**src/rtl/rsp_pkg.sv**
```systemverilog
// Shared types, constants and helpers for the RESP stream parser.
// No dependencies; every other file in rtl/ imports this package.
`timescale 1ns / 1ps
`default_nettype none
package rsp_pkg;

  localparam int DEPTH   = 32;
  localparam int IDX_W   = $clog2(DEPTH);
  localparam int LVL_W   = $clog2(DEPTH + 1);
  localparam int CNT_W   = 32;

  // token kinds
  localparam logic [3:0] TK_SIMPLE_BYTE = 4'd0;
  localparam logic [3:0] TK_ERROR_BYTE  = 4'd1;
  localparam logic [3:0] TK_BULK_BYTE   = 4'd2;
  localparam logic [3:0] TK_SIMPLE_END  = 4'd3;
  localparam logic [3:0] TK_ERROR_END   = 4'd4;
  localparam logic [3:0] TK_INTEGER     = 4'd5;
  localparam logic [3:0] TK_BULK_START  = 4'd6;
  localparam logic [3:0] TK_BULK_END    = 4'd7;
  localparam logic [3:0] TK_NULL_BULK   = 4'd8;
  localparam logic [3:0] TK_ARRAY_START = 4'd9;
  localparam logic [3:0] TK_NULL_ARRAY  = 4'd10;
  localparam logic [3:0] TK_MALFORMED   = 4'd11;

  // malformed codes
  localparam logic [3:0] ERR_NONE       = 4'd0;
  localparam logic [3:0] ERR_MARKER     = 4'd1;
  localparam logic [3:0] ERR_INTEGER    = 4'd2;
  localparam logic [3:0] ERR_BULK_LEN   = 4'd3;
  localparam logic [3:0] ERR_BULK_LONG  = 4'd4;
  localparam logic [3:0] ERR_BULK_CRLF  = 4'd5;
  localparam logic [3:0] ERR_ARRAY_LEN  = 4'd6;
  localparam logic [3:0] ERR_ARRAY_LONG = 4'd7;
  localparam logic [3:0] ERR_TOO_DEEP   = 4'd8;

  // configuration register indexes
  localparam logic [1:0] REG_MAX_BULK    = 2'd0;
  localparam logic [1:0] REG_MAX_ARRAY   = 2'd1;
  localparam logic [1:0] REG_MAX_NESTING = 2'd2;

  localparam logic [31:0] MAX_BULK_RST    = 32'd536870912;
  localparam logic [31:0] MAX_ARRAY_RST   = 32'd1048576;
  localparam logic [5:0]  MAX_NESTING_RST = 6'd32;

  localparam logic [7:0] CH_PLUS  = 8'h2B;
  localparam logic [7:0] CH_MINUS = 8'h2D;
  localparam logic [7:0] CH_COLON = 8'h3A;
  localparam logic [7:0] CH_DOLLAR = 8'h24;
  localparam logic [7:0] CH_STAR  = 8'h2A;
  localparam logic [7:0] CH_CR    = 8'h0D;
  localparam logic [7:0] CH_LF    = 8'h0A;
  localparam logic [7:0] CH_ZERO  = 8'h30;
  localparam logic [7:0] CH_NINE  = 8'h39;

  typedef struct packed {
    logic [3:0]  kind;
    logic [7:0]  data;
    logic [63:0] value;
    logic [5:0]  closed;
    logic        msg_end;
    logic [3:0]  err;
  } tok_t;

  typedef struct packed {
    logic             clear;
    logic             push;
    logic [CNT_W-1:0] push_val;
    logic             complete;
  } stack_req_t;

  typedef struct packed {
    logic [LVL_W-1:0] level;
    logic [LVL_W-1:0] level_after;
    logic [LVL_W-1:0] pops;
  } stack_sts_t;

  function automatic tok_t mk_tok(logic [3:0] kind, logic [7:0] data, logic [63:0] value,
                                  logic [5:0] closed, logic msg_end, logic [3:0] err);
    tok_t t;
    t.kind    = kind;
    t.data    = data;
    t.value   = value;
    t.closed  = closed;
    t.msg_end = msg_end;
    t.err     = err;
    return t;
  endfunction

endpackage
`default_nettype wire

```
**src/rtl/rsp_stack.sv**
```systemverilog
// Stack of remaining-element counts for open arrays.
// Depends on rsp_pkg. Resolves a whole chain of array closes in a single update.
`timescale 1ns / 1ps
`default_nettype none
module rsp_stack
  import rsp_pkg::*;
(
  input  wire logic       clk,
  input  wire logic       rst_n,
  input  wire stack_req_t req,
  output stack_sts_t      sts
);

  logic [LVL_W-1:0] level_r;
  logic [DEPTH-1:0] one_r;
  logic [CNT_W-1:0] val_r [DEPTH];

  logic             found;
  logic [IDX_W-1:0] stop;
  logic [LVL_W-1:0] level_after;
  logic [CNT_W-1:0] stop_val;

  // The element completes every frame at the top that has one left; the
  // highest frame with more than one left absorbs it.
  always_comb begin
    found = 1'b0;
    stop  = '0;
    for (int i = 0; i < DEPTH; i++) begin
      if ((LVL_W'(i) < level_r) && !one_r[i]) begin
        found = 1'b1;
        stop  = IDX_W'(i);
      end
    end
    level_after = found ? (LVL_W'(stop) + LVL_W'(1)) : '0;
    stop_val    = val_r[stop];
  end

  assign sts.level       = level_r;
  assign sts.level_after = level_after;
  assign sts.pops        = level_r - level_after;

  always_ff @(posedge clk) begin
    if (!rst_n) begin
      level_r <= '0;
      one_r   <= '0;
    end else if (req.clear) begin
      level_r <= '0;
    end else if (req.push) begin
      val_r[level_r[IDX_W-1:0]] <= req.push_val;
      one_r[level_r[IDX_W-1:0]] <= (req.push_val == CNT_W'(1));
      level_r                   <= level_r + LVL_W'(1);
    end else if (req.complete) begin
      level_r <= level_after;
      if (found) begin
        val_r[stop] <= stop_val - CNT_W'(1);
        one_r[stop] <= (stop_val == CNT_W'(2));
      end
    end
  end

endmodule
`default_nettype wire

```
**src/rtl/rsp_parse.sv**
```systemverilog
// Per-byte parse state machine: line decoding, number accumulation, bulk tracking.
// Depends on rsp_pkg; drives the frame stack and emits up to two tokens per beat.
`timescale 1ns / 1ps
`default_nettype none
module rsp_parse
  import rsp_pkg::*;
(
  input  wire logic        clk,
  input  wire logic        rst_n,
  input  wire logic        en,
  input  wire logic [7:0]  byte_in,
  input  wire logic [31:0] max_bulk,
  input  wire logic [31:0] max_array,
  input  wire logic [5:0]  max_nesting,
  input  wire stack_sts_t  stk,
  output stack_req_t       stk_req,
  output tok_t             tok0,
  output tok_t             tok1,
  output logic [1:0]       n_tok
);

  typedef enum logic [3:0] {
    M_IDLE, M_SIMPLE, M_ERROR, M_INT, M_BLEN, M_ALEN, M_BDATA, M_BCR, M_BLF
  } mode_t;

  mode_t       mode_r, mode_nxt;
  logic [63:0] acc_r, acc_nxt;
  logic        neg_r, neg_nxt;
  logic        dig_r, dig_nxt;
  logic        bad_r, bad_nxt;
  logic        pcr_r, pcr_nxt;
  logic [31:0] brem_r, brem_nxt;

  logic        do_cmp, do_fail, ok, bad_v;
  logic [3:0]  cmp_kind, fail_code, bk;
  logic [63:0] cmp_val, sval;
  logic        cmp_base;
  logic [67:0] prod, limit;

  always_comb begin
    mode_nxt  = mode_r;
    acc_nxt   = acc_r;
    neg_nxt   = neg_r;
    dig_nxt   = dig_r;
    bad_nxt   = bad_r;
    pcr_nxt   = pcr_r;
    brem_nxt  = brem_r;
    tok0      = '0;
    tok1      = '0;
    n_tok     = 2'd0;
    stk_req   = '0;
    do_cmp    = 1'b0;
    do_fail   = 1'b0;
    cmp_kind  = TK_INTEGER;
    cmp_val   = '0;
    cmp_base  = 1'b0;
    fail_code = ERR_NONE;
    bk        = (mode_r == M_SIMPLE) ? TK_SIMPLE_BYTE : TK_ERROR_BYTE;
    ok        = dig_r && !bad_r;
    sval      = neg_r ? (64'd0 - acc_r) : acc_r;
    bad_v     = bad_r | pcr_r;
    prod      = ({4'd0, acc_r} << 3) + ({4'd0, acc_r} << 1) + 68'(byte_in - CH_ZERO);
    limit     = neg_r ? (68'd1 << 63) : ((68'd1 << 63) - 68'd1);

    unique case (mode_r)
      M_SIMPLE, M_ERROR: begin
        if (pcr_r) begin
          if (byte_in == CH_LF) begin
            pcr_nxt  = 1'b0;
            do_cmp   = 1'b1;
            cmp_kind = bk + 4'd3;
          end else begin
            // lone CR is data
            tok0  = mk_tok(bk, CH_CR, '0, '0, 1'b0, ERR_NONE);
            n_tok = 2'd1;
            if (byte_in != CH_CR) begin
              pcr_nxt = 1'b0;
              tok1    = mk_tok(bk, byte_in, '0, '0, 1'b0, ERR_NONE);
              n_tok   = 2'd2;
            end
          end
        end else if (byte_in == CH_CR) begin
          pcr_nxt = 1'b1;
        end else begin
          tok0  = mk_tok(bk, byte_in, '0, '0, 1'b0, ERR_NONE);
          n_tok = 2'd1;
        end
      end
      M_INT, M_BLEN, M_ALEN: begin
        if (pcr_r && byte_in == CH_LF) begin
          pcr_nxt = 1'b0;
          if (mode_r == M_INT) begin
            if (!ok) begin
              do_fail = 1'b1; fail_code = ERR_INTEGER;
            end else begin
              do_cmp = 1'b1; cmp_kind = TK_INTEGER; cmp_val = sval;
            end
          end else if (mode_r == M_BLEN) begin
            if (!ok || (neg_r && acc_r > 64'd1)) begin
              do_fail = 1'b1; fail_code = ERR_BULK_LEN;
            end else if (neg_r && acc_r == 64'd1) begin
              do_cmp = 1'b1; cmp_kind = TK_NULL_BULK;
            end else if (acc_r > {32'd0, max_bulk}) begin
              do_fail = 1'b1; fail_code = ERR_BULK_LONG;
            end else begin
              brem_nxt = acc_r[31:0];
              mode_nxt = (acc_r != 64'd0) ? M_BDATA : M_BCR;
              tok0     = mk_tok(TK_BULK_START, '0, acc_r, '0, 1'b0, ERR_NONE);
              n_tok    = 2'd1;
            end
          end else begin
            if (!ok || (neg_r && acc_r > 64'd1)) begin
              do_fail = 1'b1; fail_code = ERR_ARRAY_LEN;
            end else if (neg_r && acc_r == 64'd1) begin
              do_cmp = 1'b1; cmp_kind = TK_NULL_ARRAY;
            end else if (acc_r > {32'd0, max_array} || acc_r[63:CNT_W] != '0) begin
              do_fail = 1'b1; fail_code = ERR_ARRAY_LONG;
            end else if ((7'(stk.level) + 7'd1 > 7'(max_nesting)) ||
                         (32'(stk.level) >= 32'(DEPTH))) begin
              do_fail = 1'b1; fail_code = ERR_TOO_DEEP;
            end else if (acc_r == 64'd0) begin
              do_cmp = 1'b1; cmp_kind = TK_ARRAY_START; cmp_base = 1'b1;
            end else begin
              stk_req.push     = 1'b1;
              stk_req.push_val = acc_r[CNT_W-1:0];
              mode_nxt         = M_IDLE;
              tok0  = mk_tok(TK_ARRAY_START, '0, acc_r, '0, 1'b0, ERR_NONE);
              n_tok = 2'd1;
            end
          end
        end else begin
          pcr_nxt = 1'b0;
          bad_nxt = bad_v;
          if (byte_in == CH_CR) begin
            pcr_nxt = 1'b1;
          end else if (!bad_v) begin
            if (byte_in == CH_MINUS && !dig_r && !neg_r) begin
              neg_nxt = 1'b1;
            end else if (byte_in >= CH_ZERO && byte_in <= CH_NINE) begin
              dig_nxt = 1'b1;
              if (prod > limit) bad_nxt = 1'b1;
              else              acc_nxt = prod[63:0];
            end else begin
              bad_nxt = 1'b1;
            end
          end
        end
      end
      M_BDATA: begin
        tok0     = mk_tok(TK_BULK_BYTE, byte_in, '0, '0, 1'b0, ERR_NONE);
        n_tok    = 2'd1;
        brem_nxt = brem_r - 32'd1;
        if (brem_r == 32'd1) mode_nxt = M_BCR;
      end
      M_BCR: begin
        if (byte_in == CH_CR) mode_nxt = M_BLF;
        else begin
          do_fail = 1'b1; fail_code = ERR_BULK_CRLF;
        end
      end
      M_BLF: begin
        if (byte_in == CH_LF) begin
          do_cmp = 1'b1; cmp_kind = TK_BULK_END;
        end else begin
          do_fail = 1'b1; fail_code = ERR_BULK_CRLF;
        end
      end
      default: begin
        acc_nxt = '0;
        neg_nxt = 1'b0;
        dig_nxt = 1'b0;
        bad_nxt = 1'b0;
        pcr_nxt = 1'b0;
        case (byte_in)
          CH_PLUS:   mode_nxt = M_SIMPLE;
          CH_MINUS:  mode_nxt = M_ERROR;
          CH_COLON:  mode_nxt = M_INT;
          CH_DOLLAR: mode_nxt = M_BLEN;
          CH_STAR:   mode_nxt = M_ALEN;
          default: begin
            do_fail = 1'b1; fail_code = ERR_MARKER;
          end
        endcase
      end
    endcase

    if (do_cmp) begin
      stk_req.complete = 1'b1;
      mode_nxt = M_IDLE;
      tok0  = mk_tok(cmp_kind, '0, cmp_val, 6'(stk.pops) + 6'(cmp_base),
                     (stk.level_after == '0), ERR_NONE);
      n_tok = 2'd1;
    end
    if (do_fail) begin
      stk_req.clear = 1'b1;
      mode_nxt = M_IDLE;
      pcr_nxt  = 1'b0;
      tok0  = mk_tok(TK_MALFORMED, '0, '0, '0, 1'b0, fail_code);
      n_tok = 2'd1;
    end
    if (!en) begin
      stk_req = '0;
      n_tok   = 2'd0;
    end
  end

  always_ff @(posedge clk) begin
    if (!rst_n) begin
      mode_r <= M_IDLE;
      acc_r  <= '0;
      neg_r  <= 1'b0;
      dig_r  <= 1'b0;
      bad_r  <= 1'b0;
      pcr_r  <= 1'b0;
      brem_r <= '0;
    end else if (en) begin
      mode_r <= mode_nxt;
      acc_r  <= acc_nxt;
      neg_r  <= neg_nxt;
      dig_r  <= dig_nxt;
      bad_r  <= bad_nxt;
      pcr_r  <= pcr_nxt;
      brem_r <= brem_nxt;
    end
  end

endmodule
`default_nettype wire

```
**src/rtl/rsp_fifo.sv**
```systemverilog
// Four-entry token queue that takes up to two tokens and gives one per beat while rd is high.
// Depends on rsp_pkg.
`timescale 1ns / 1ps
`default_nettype none
module rsp_fifo
  import rsp_pkg::*;
(
  input  wire logic       clk,
  input  wire logic       rst_n,
  input  wire tok_t       wr0,
  input  wire tok_t       wr1,
  input  wire logic [1:0] n_wr,
  input  wire logic       rd,
  output tok_t            head,
  output logic [2:0]      count
);

  tok_t       mem_r [4];
  logic [1:0] wp_r, rp_r;
  logic [2:0] cnt_r;

  assign head  = mem_r[rp_r];
  assign count = cnt_r;

  always_ff @(posedge clk) begin
    if (n_wr != 2'd0) mem_r[wp_r] <= wr0;
    if (n_wr == 2'd2) mem_r[wp_r + 2'd1] <= wr1;
    if (!rst_n) begin
      wp_r  <= '0;
      rp_r  <= '0;
      cnt_r <= '0;
    end else begin
      wp_r  <= wp_r + n_wr;
      rp_r  <= rp_r + 2'(rd);
      cnt_r <= cnt_r + 3'(n_wr) - 3'(rd);
    end
  end

endmodule
`default_nettype wire

```
**src/rtl/resp_stream_parser_unit.sv**
```systemverilog
// Top level of the RESP stream parser: input register, parser, frame stack, token queue.
// Depends on rsp_pkg, rsp_stack, rsp_parse and rsp_fifo.
//
// Usage:
//   in_*  : one protocol byte per beat (in_valid / in_stall).
//   out_* : one token per beat (out_valid / out_stall); a byte may yield 0, 1 or 2
//           tokens (two only for a lone CR inside a simple or error line).
//   cfg_* : register writes (index 0 max bulk length, 1 max array length,
//           2 max nesting); cfg_ready is always high.
// Timing: a byte is held in the input register, parsed once the queue has room, and its
// tokens are written into the token queue, whose head drives out_*.
// Throughput: one byte per cycle while the receiver takes tokens; the rate is
// set by the parse step, which handles a whole byte when enabled, and by the
// four-entry token queue, which must have room for two tokens before a byte is parsed.
// Reset: parser idle, array stack empty, queue empty, registers at defaults.
// Receiver stall: tokens wait in the queue; once it holds more than two, in_stall rises and
// the held byte waits in the input register.
`timescale 1ns / 1ps
`default_nettype none
module resp_stream_parser_unit
  import rsp_pkg::*;
(
  input  wire logic               clk,
  input  wire logic               rst_n,
  input  wire logic               in_valid,
  output logic                    in_stall,
  input  wire logic [7:0]         in_stream_byte,
  output logic                    out_valid,
  input  wire logic               out_stall,
  output logic [3:0]              out_token_kind,
  output logic [7:0]              out_data_byte,
  output logic signed [63:0]      out_token_value,
  output logic [5:0]              out_arrays_closed,
  output logic                    out_message_end,
  output logic [3:0]              out_error_code,
  input  wire logic               cfg_valid,
  output logic                    cfg_ready,
  input  wire logic [1:0]         cfg_index,
  input  wire logic [31:0]        cfg_data
);

  logic [31:0] max_bulk_r, max_array_r;
  logic [5:0]  max_nest_r;
  logic [7:0]  byte_r;
  logic        vld_r;

  stack_req_t  stk_req;
  stack_sts_t  stk_sts;
  tok_t        tok0, tok1, head;
  logic [1:0]  n_tok;
  logic [2:0]  count;
  logic        proc, rd;

  assign cfg_ready = 1'b1;
  assign proc      = vld_r && (count <= 3'd2);
  assign in_stall  = vld_r && !proc;
  assign out_valid = (count != 3'd0);
  assign rd        = out_valid && !out_stall;

  always_ff @(posedge clk) begin
    if (in_valid && !in_stall) byte_r <= in_stream_byte;
    if (!rst_n) begin
      vld_r       <= 1'b0;
      max_bulk_r  <= MAX_BULK_RST;
      max_array_r <= MAX_ARRAY_RST;
      max_nest_r  <= MAX_NESTING_RST;
    end else begin
      if (in_valid && !in_stall) vld_r <= 1'b1;
      else if (proc)             vld_r <= 1'b0;
      if (cfg_valid && cfg_ready) begin
        case (cfg_index)
          REG_MAX_BULK:    max_bulk_r  <= cfg_data;
          REG_MAX_ARRAY:   max_array_r <= cfg_data;
          REG_MAX_NESTING: max_nest_r  <= cfg_data[5:0];
          default: ;
        endcase
      end
    end
  end

  rsp_stack u_stack (
    .clk   (clk),
    .rst_n (rst_n),
    .req   (stk_req),
    .sts   (stk_sts)
  );

  rsp_parse u_parse (
    .clk         (clk),
    .rst_n       (rst_n),
    .en          (proc),
    .byte_in     (byte_r),
    .max_bulk    (max_bulk_r),
    .max_array   (max_array_r),
    .max_nesting (max_nest_r),
    .stk         (stk_sts),
    .stk_req     (stk_req),
    .tok0        (tok0),
    .tok1        (tok1),
    .n_tok       (n_tok)
  );

  rsp_fifo u_fifo (
    .clk   (clk),
    .rst_n (rst_n),
    .wr0   (tok0),
    .wr1   (tok1),
    .n_wr  (n_tok),
    .rd    (rd),
    .head  (head),
    .count (count)
  );

  assign out_token_kind    = head.kind;
  assign out_data_byte     = head.data;
  assign out_token_value   = head.value;
  assign out_arrays_closed = head.closed;
  assign out_message_end   = head.msg_end;
  assign out_error_code    = head.err;

  a_fifo_bound: assert property (@(posedge clk) disable iff (!rst_n) count <= 3'd4)
    else $error("token queue overflow");
  a_stack_bound: assert property (@(posedge clk) disable iff (!rst_n)
    32'(stk_sts.level) <= 32'(DEPTH))
    else $error("frame stack beyond depth");
  a_no_byte_lost: assert property (@(posedge clk) disable iff (!rst_n)
    (vld_r && !proc) |=> (vld_r && $stable(byte_r)))
    else $error("held byte lost");
  a_malformed_clean: assert property (@(posedge clk) disable iff (!rst_n)
    (out_valid && out_token_kind == TK_MALFORMED) |->
      (!out_message_end && out_arrays_closed == 6'd0))
    else $error("malformed token closes arrays");

endmodule
`default_nettype wire
```
**config.mk**
```make
export PLATFORM = sky130hd
export DESIGN_NAME = resp_stream_parser_unit
export DESIGN_NICKNAME = d
export VERILOG_FILES = /design/src/rtl/rsp_pkg.sv /design/src/rtl/rsp_stack.sv /design/src/rtl/rsp_parse.sv /design/src/rtl/rsp_fifo.sv /design/src/rtl/resp_stream_parser_unit.sv
export SDC_FILE = /design/constraint.sdc
export NUM_CORES = 2
export LEC_CHECK = 0
export ABC_AREA = 0
export CAP_MARGIN = 20
export CORE_UTILIZATION = 31
export CTS_CLUSTER_SIZE = 30
export DETAILED_ROUTE_END_ITERATION = 16
export DONT_BUFFER_PORTS = 1
export HOLD_SLACK_MARGIN = 0.12
export SLEW_MARGIN = 40
export SYNTH_ARGS = -nofsm -noshare
export SYNTH_HDL_FRONTEND = slang
export SYNTH_SLANG_ARGS = --single-unit
```
**constraint.sdc**
```tcl
create_clock -name clk -period 15.6 [get_ports clk]
set_input_delay 3.12 -clock clk [delete_from_list [all_inputs] [get_ports clk]]
set_output_delay 3.12 -clock clk [all_outputs]
set_load 0.02 [all_outputs]
```
After elaboration in Yosys (flattened, before gate mapping)
Memories as Yosys holds them, arrays and structs flattened. A register that Yosys moved wholly into a read port is not among the register bits.
Cells that the tools add are included.
{"block": "word_totals", "ramBits": 1372, "register_bits": 228, "n_memories": 2, "out_inout_bits": 90}
{"block": "op_classes", "mux": 275, "n_bitwise": 4, "eq_ne": 48, "add_sub_neg": 17, "reduce_logical": 119, "magnitude_cmp": 45}
{"memory": "u_stack.val_r", "words": 32, "width": 32, "read_ports": 1, "rd_clocked_by_memory_dff": 0, "write_ports": 1, "line_no": "rsp_stack.sv:16", "rtl": "logic [CNT_W-1:0] val_r [DEPTH];"}
{"memory": "u_fifo.mem_r", "words": 4, "width": 87, "read_ports": 1, "rd_clocked_by_memory_dff": 1, "write_ports": 2, "line_no": "rsp_fifo.sv:18", "rtl": "tok_t mem_r [4];"}
{"op": "$mux 87", "count": 19}
{"op": "$mux 64", "count": 12}
{"op": "$mux 32", "count": 10}
{"op": "$mux 33", "count": 9}
{"op": "$pmux 87 s3", "count": 1}
{"op": "$mux 4", "count": 44}
{"op": "$gt 64x32->1", "count": 2}
{"op": "$pmux 64 s2", "count": 1}
{"op": "$mux 1", "count": 114}
{"op": "$lt 5x6->1 const A", "count": 16}
{"op": "$mux 86", "count": 1}
{"op": "$mux 5", "count": 17}
{"op": "$add 67x65->68", "count": 1}
{"op": "$add 68x68->68", "count": 1}
{"op": "$gt 68x68->1", "count": 1}
{"op": "$bwmux 32", "count": 2}
{"op": "$eq 32x1->1 const B", "count": 2}
{"op": "$eq 64x1->1 const B", "count": 1}
{"op": "$gt 64x1->1 const B", "count": 1}
{"op": "$logic_not 64->1", "count": 1}
{"op": "$pmux 32 s2", "count": 1}
{"op": "$reduce_bool 64->1", "count": 1}
{"op": "$sub 1x64->64 const A", "count": 1}
{"op": "$sub 32x1->32 const B", "count": 2}
{"op": "other kinds (73)", "count": 247}

Logic depth before layout (Yosys ltp)
{"block": "depth", "depth_word": 42, "depth_mapped": 34}

Hierarchy
A second synthesis with hierarchy kept.
{"block": "hier_totals", "cells_unflattened": 6781, "area_unflattened_um2": 82620.5}
{"module": "rsp_stack", "cells_per_inst": 3156, "area_per_inst_um2": 44691.6, "instances": 1, "seq_area_each_um2": 31510.2}
{"module": "rsp_parse", "cells_per_inst": 2455, "area_per_inst_um2": 17830.9, "instances": 1, "seq_area_each_um2": 2082.0}
{"module": "rsp_fifo", "cells_per_inst": 884, "area_per_inst_um2": 17138.9, "instances": 1, "seq_area_each_um2": 10590.2}
{"module": "resp_stream_parser_unit", "cells_per_inst": 286, "area_per_inst_um2": 2959.1, "instances": 1, "seq_area_each_um2": 1661.6}

Worst setup path before layout
OpenSTA, ideal clock, no wires.
{"block": "synth_timing", "kind": "reg-to-reg", "from": "register byte_r[4]", "to": "register u_parse.acc_r[10]", "t_arrival_ns": 12.210, "setup_time_ns": 0.142, "stages_incl_launch_ff": 33, "slack_ns": 3.249, "synth_period_minus_slack_ns": 12.351, "path_cell_list": "edfxtp_1 > ha_1 > nor3_1 > fa_1 > ha_1 > a21o_1 > a21o_1 > a21oi_1 > a21boi_0 > a211oi_1 > a21oi_1 > o21ai_0 > o21a_1 > or2_2 > a31oi_1 > xnor2_1 > ha_1 > a21o_1 > a21o_1 > a21o_1 > a21oi_1 > nor2b_1 > o21ai_0 > nand2b_1 > a21oi_1 > o21ai_0 > a21oi_1 > o211ai_1 > a211oi_1 > o2111ai_1 > buf_1 > clkbuf_1 > mux2i_1"}
{"block": "synth_via", "elab_chain_cells": 9}
{"item": "start, declared", "line_no": "resp_stream_parser_unit.sv:44", "rtl": "logic [7:0] byte_r;"}
{"item": "start signal, assigned", "line_no": "resp_stream_parser_unit.sv:61", "rtl": "if (in_valid && !in_stall) byte_r <= in_stream_byte;"}
{"item": "branches (longest 9 deep; another with $add 68x68->68)"}
{"item": "end signal, assigned", "line_no": "rsp_parse.sv:218", "rtl": "acc_r <= acc_nxt;"}
{"item": "end, declared", "line_no": "rsp_parse.sv:27", "rtl": "logic [63:0] acc_r, acc_nxt;"}
Parallel ways; which one is timed is not known. The select of a mux whose other input is x is not followed.
A chain may end at the register's enable or synchronous reset.

Final worst setup path
{"block": "layout_timing", "from": "register u_stack.level_r[1]", "to": "memory u_stack.val_r[12][28], data pin"}
{"block": "layout_via", "elab_chain_cells": 42}
{"item": "start, declared", "line_no": "rsp_stack.sv:14", "rtl": "logic [LVL_W-1:0] level_r;"}
{"item": "start signal, assigned", "line_no": "rsp_stack.sv:51", "rtl": "level_r <= level_r + LVL_W'(1);"}
{"item": "start signal, assigned", "line_no": "rsp_stack.sv:53", "rtl": "level_r <= level_after;"}
{"item": "branches (longest 41 deep; another with $lt 1x6->1)"}
{"item": "$mux 32 (no source line) (*)"}
{"item": "end, declared", "line_no": "rsp_stack.sv:16"}
Mark *: on every way between the ends.

==> metrics.md <==
| Metric | Value |
|---|---|
| WP data required | `16.10 ns` |
| Core area | `roughly 250000 µm²` |
| Post-synth EDFFs | `~1100` |
| Fin. Hold Viols | `0` |
| First-pass GRT wire length | `384000 µm` |
| Hold buffer count at cts | `0` |
| Drt initial violations | `7071` |
| Crit start category | `register` |
| TNS Setup | `0 ns` |
| Distinct cells, synth | `110` |
| Max clock buf depth | `3` |
| I/O pin cnt | `between 100 and 150` |
| Vias/cell | `approximately 5.7` |
| Max-slew violation count | `0` |
| Cts bufs inserted | `161` |
| Total instance count after detailed placement | `9953` |
| Routed len/inst | `26.0 µm` |
| Nets | `7159` |
| Initial Utilization | `about 31%` |
| Root buf cell | `clkbuf_16` |
| RSZ-0062 raised after global routing | `no` |
| Fmax | `0.105 GHz` |
| HPWL after DPL | `166000 µm` |
| Setup crit end kind | `register` |
| Layout Cells excl Fill | `10300` |
| Syn avg cell area | `11.1 µm²` |
| Fin Hold WS | `0.455 ns` |
| GP Congestion | `between 0.9 and 1` |
| Die width | `500 µm` |
| Cell Pwr Density | `roughly 100 nW/µm²` |
| Crit path DAT | `10.00 ns` |
| Synthesis Warnings | `0` |
| Post-Synthesis Cell Area | `76800 µm²` |
| Final setup violation count | `0` |
| Layout cell share with drive strength beyond 1 | `10.3%` |
| GRT Overall Usage | `20.7%` |
| Largest net degree at the start of global routing | `156` |
| H-tree lvl count | `4` |
| Final Cycle Share | `~60%` |
| Die Span Y | `500 µm` |
| Setup Buffers After CTS | `0` |
| Leakage power total | `31.3 nW` |
| Via count | `between 50000 and 60000` |
| Max Cap Violations | `0` |
| Total gr overflow | `0` |
| Cells after Synth | `6926` |
| Row cnt | `182` |
| DR pass1 iterations | `7` |
| Yosys reg bits | `1600` |
| Input/output buffers | `0` |
| Sink Count | `1600` |
| Worst min path class | `reg -> reg` |
| Layout area overhead | `13.0%` |
| Slew @ Worst Pin | `0.911 ns` |
| CTS clk-pin slew, worst paths | `about 0.060 ns` |
| Setup Crit Path Kind | `reg -> reg` |
| Peak VDD IR | `0.124 mV` |
| Worst Skew | `0.0580 ns` |
| Vias in the first global route | `55100` |
| Resize count post-CTS | `0` |
| Final wirelength | `266000 µm` |
| Final worst path period need | `9.49 ns` |
| Syn nets | `7273` |
| DR DRC count | `0` |
| Sequential element share of the synthesized area | `between 50% and 60%` |
| TritonCTS clock tree | `done` |
| Initial antenna violation count | `10` |
| Top FF cell, synth | `edfxtp_1` |
| Slew HR | `between 30% and 40%` |
| Worst Path Max Fanout | `108` |
| Antenna Nets Post-Route | `0` |
| Outcome | `finished, final reports clean` |
| Die area | `250000 µm²` |
| Post-synth ARST share | `0%` |
| Worst skew pair latency | `0.83 ns` |
-- final cells by class --
| class | count | area (µm²) |
|---|---|---|
| Inverter | 150 | 577 |
| Sequential cell | 1600 | 42700 |
| Fill cell | 24000 | 159000 |
| Tap cell | 3312 | 4140 |
| Timing Repair Buffer | 170 | 1540 |
| Clock buffer | 203 | 4310 |
| Clock inverter | 84 | 985 |
| Multi-Input combinational cell | 4729 | 32500 |
| Antenna cell | 2 | 5.00 |
-- layer usage --
metal	track usage [%]	vias to the layer above	part of all wire [%]
met3	4.93	497	10
met2	32.6	2820	45
li1	-	25700	-
met4	8.27	8	4.2
met1	27.1	29200	40
met5	0	-	0.021
-- placed cells by master (no fill, tap or decap), types with 50 or more instances in the layout --
master	synthesis	layout
nand3_1	490	486
nor3_1	126	119
mux2i_1	294	294
a211oi_1	56	51
mux4_2	87	87
nor2_1	237	202
nand2_1	908	906
a21o_1	128	128
nor2b_1	53	50
ha_1	235	235
buf_4	24	131
fa_1	65	65
dfxtp_1	532	525
o22ai_1	107	101
clkbuf_16	0	163
o21ai_0	533	520
inv_1	146	146
a21oi_1	396	394
edfxtp_1	1068	1068
xnor2_1	96	96
nand4_1	69	69
nor4_1	77	73
-- sequential cells by signal, indices dropped and copies added, names as in the netlist --
| signal | cells |
|---|---|
| byte_r | 8 |
| max_array_r | 32 |
| max_bulk_r | 32 |
| max_nest_r | 6 |
| u_fifo.count | 3 |
| u_fifo.mem_r | 348 |
| u_fifo.rp_r | 2 |
| u_fifo.wp_r | 2 |
| u_parse.acc_r | 64 |
| u_parse.bad_r | 1 |
| u_parse.brem_r | 32 |
| u_parse.dig_r | 1 |
| u_parse.mode_r | 4 |
| u_parse.neg_r | 1 |
| u_parse.pcr_r | 1 |
| u_stack.level_r | 6 |
| u_stack.one_r | 32 |
| u_stack.val_r | 1024 |
| vld_r | 1 |
-- power breakdown --
group / leakage (nW) / switching (W) / internal [W]
Sequential: 14.5 / 0.0000356 / 0.00450
Clock: 2.57 / 0.00173 / 0.00223
Combinational: 14.2 / 0.000294 / 0.000161
-- metrics by stage --
step | power [W] | cell area [µm²] | setup slack [ns] | util [%]
CTS | 0.00900 | 86600 | 6.41 | 35.2
detailed placement | 0.00508 | 81300 | 6.42 | 33.0
finish | 0.00895 | 86800 | 6.11 | 35.3
floorplan | 0.00495 | 76800 | 3.25 | -
global placement | 0.00507 | 80900 | 5.73 | 32.8
global route | 0.00920 | 86800 | 5.88 | 35.3
-- cells in the mapped netlist, types with 52 or more instances --
cell      instances  share of area, %
edfxtp_1       1068                42
nand2_1         908               4.4
o21ai_0         533               3.5
dfxtp_1         532                14
nand3_1         490               3.2
a21oi_1         396               2.6
clkbuf_1        297               1.5
mux2i_1         294               3.8
nor2_1          237               1.2
ha_1            235               3.8
inv_1           146              0.71
a21o_1          128               1.3
nor3_1          126              0.82
o22ai_1         107              0.87
xnor2_1          96               1.1
mux4_2           87               2.6
nor4_1           77              0.63
nand4_1          69              0.56
fa_1             65               1.7
buf_2            63              0.41
a211oi_1         56              0.55
nor2b_1          53              0.43
buf_1            52              0.25
-- logic make-up after synthesis --
logic type | Yosys count | share of synthesized area, %
AOI/OAI and AO/OA | 1677 | 13.7
xor gates and xnor gates | 127 | 1.45
adders and majority gates | 300 | 5.52
buffers and inverters | 597 | 3.24
DFF | 1600 | 55.6
muxes | 412 | 6.84
other | 1 | 0.00488
and+or+nand+nor | 2212 | 13.6
-- worst max-delay path: stages, from the launching register on --
cell	delay, ns
dfxtp_1	0.73
ha_1	0.81
nand3_1	0.37
a22oi_1	0.45
o21ba_2	0.22
nor4_1	0.32
a32o_4	0.62
buf_12	0.59
buf_4	0.72
mux2_2	0.41
nand2_1	0.06
a21oi_1	0.06
or4_1	0.44
or4_1	0.56
nor2_1	0.24
ha_1	0.33
inv_1	0.16
or4b_1	0.84
or4_1	0.52
a32o_2	0.47
-- worst paths after layout --
kind	slack, ns	from	to	depth (start not counted)
min	0.45	max_array_r[30]$_SDFFE_PN0P_	max_array_r[30]$_SDFFE_PN0P_	2
max	6.11	u_stack.level_r[1]$_SDFFE_PP0N_	u_stack.val_r[12][28]$_DFFE_PP_	19
max reg2reg	6.11	u_stack.level_r[1]$_SDFFE_PP0N_	u_stack.val_r[12][28]$_DFFE_PP_	19
min reg2reg	0.45	max_array_r[30]$_SDFFE_PN0P_	max_array_r[30]$_SDFFE_PN0P_	2
Note: power is estimated with default switching activity, not from simulation.
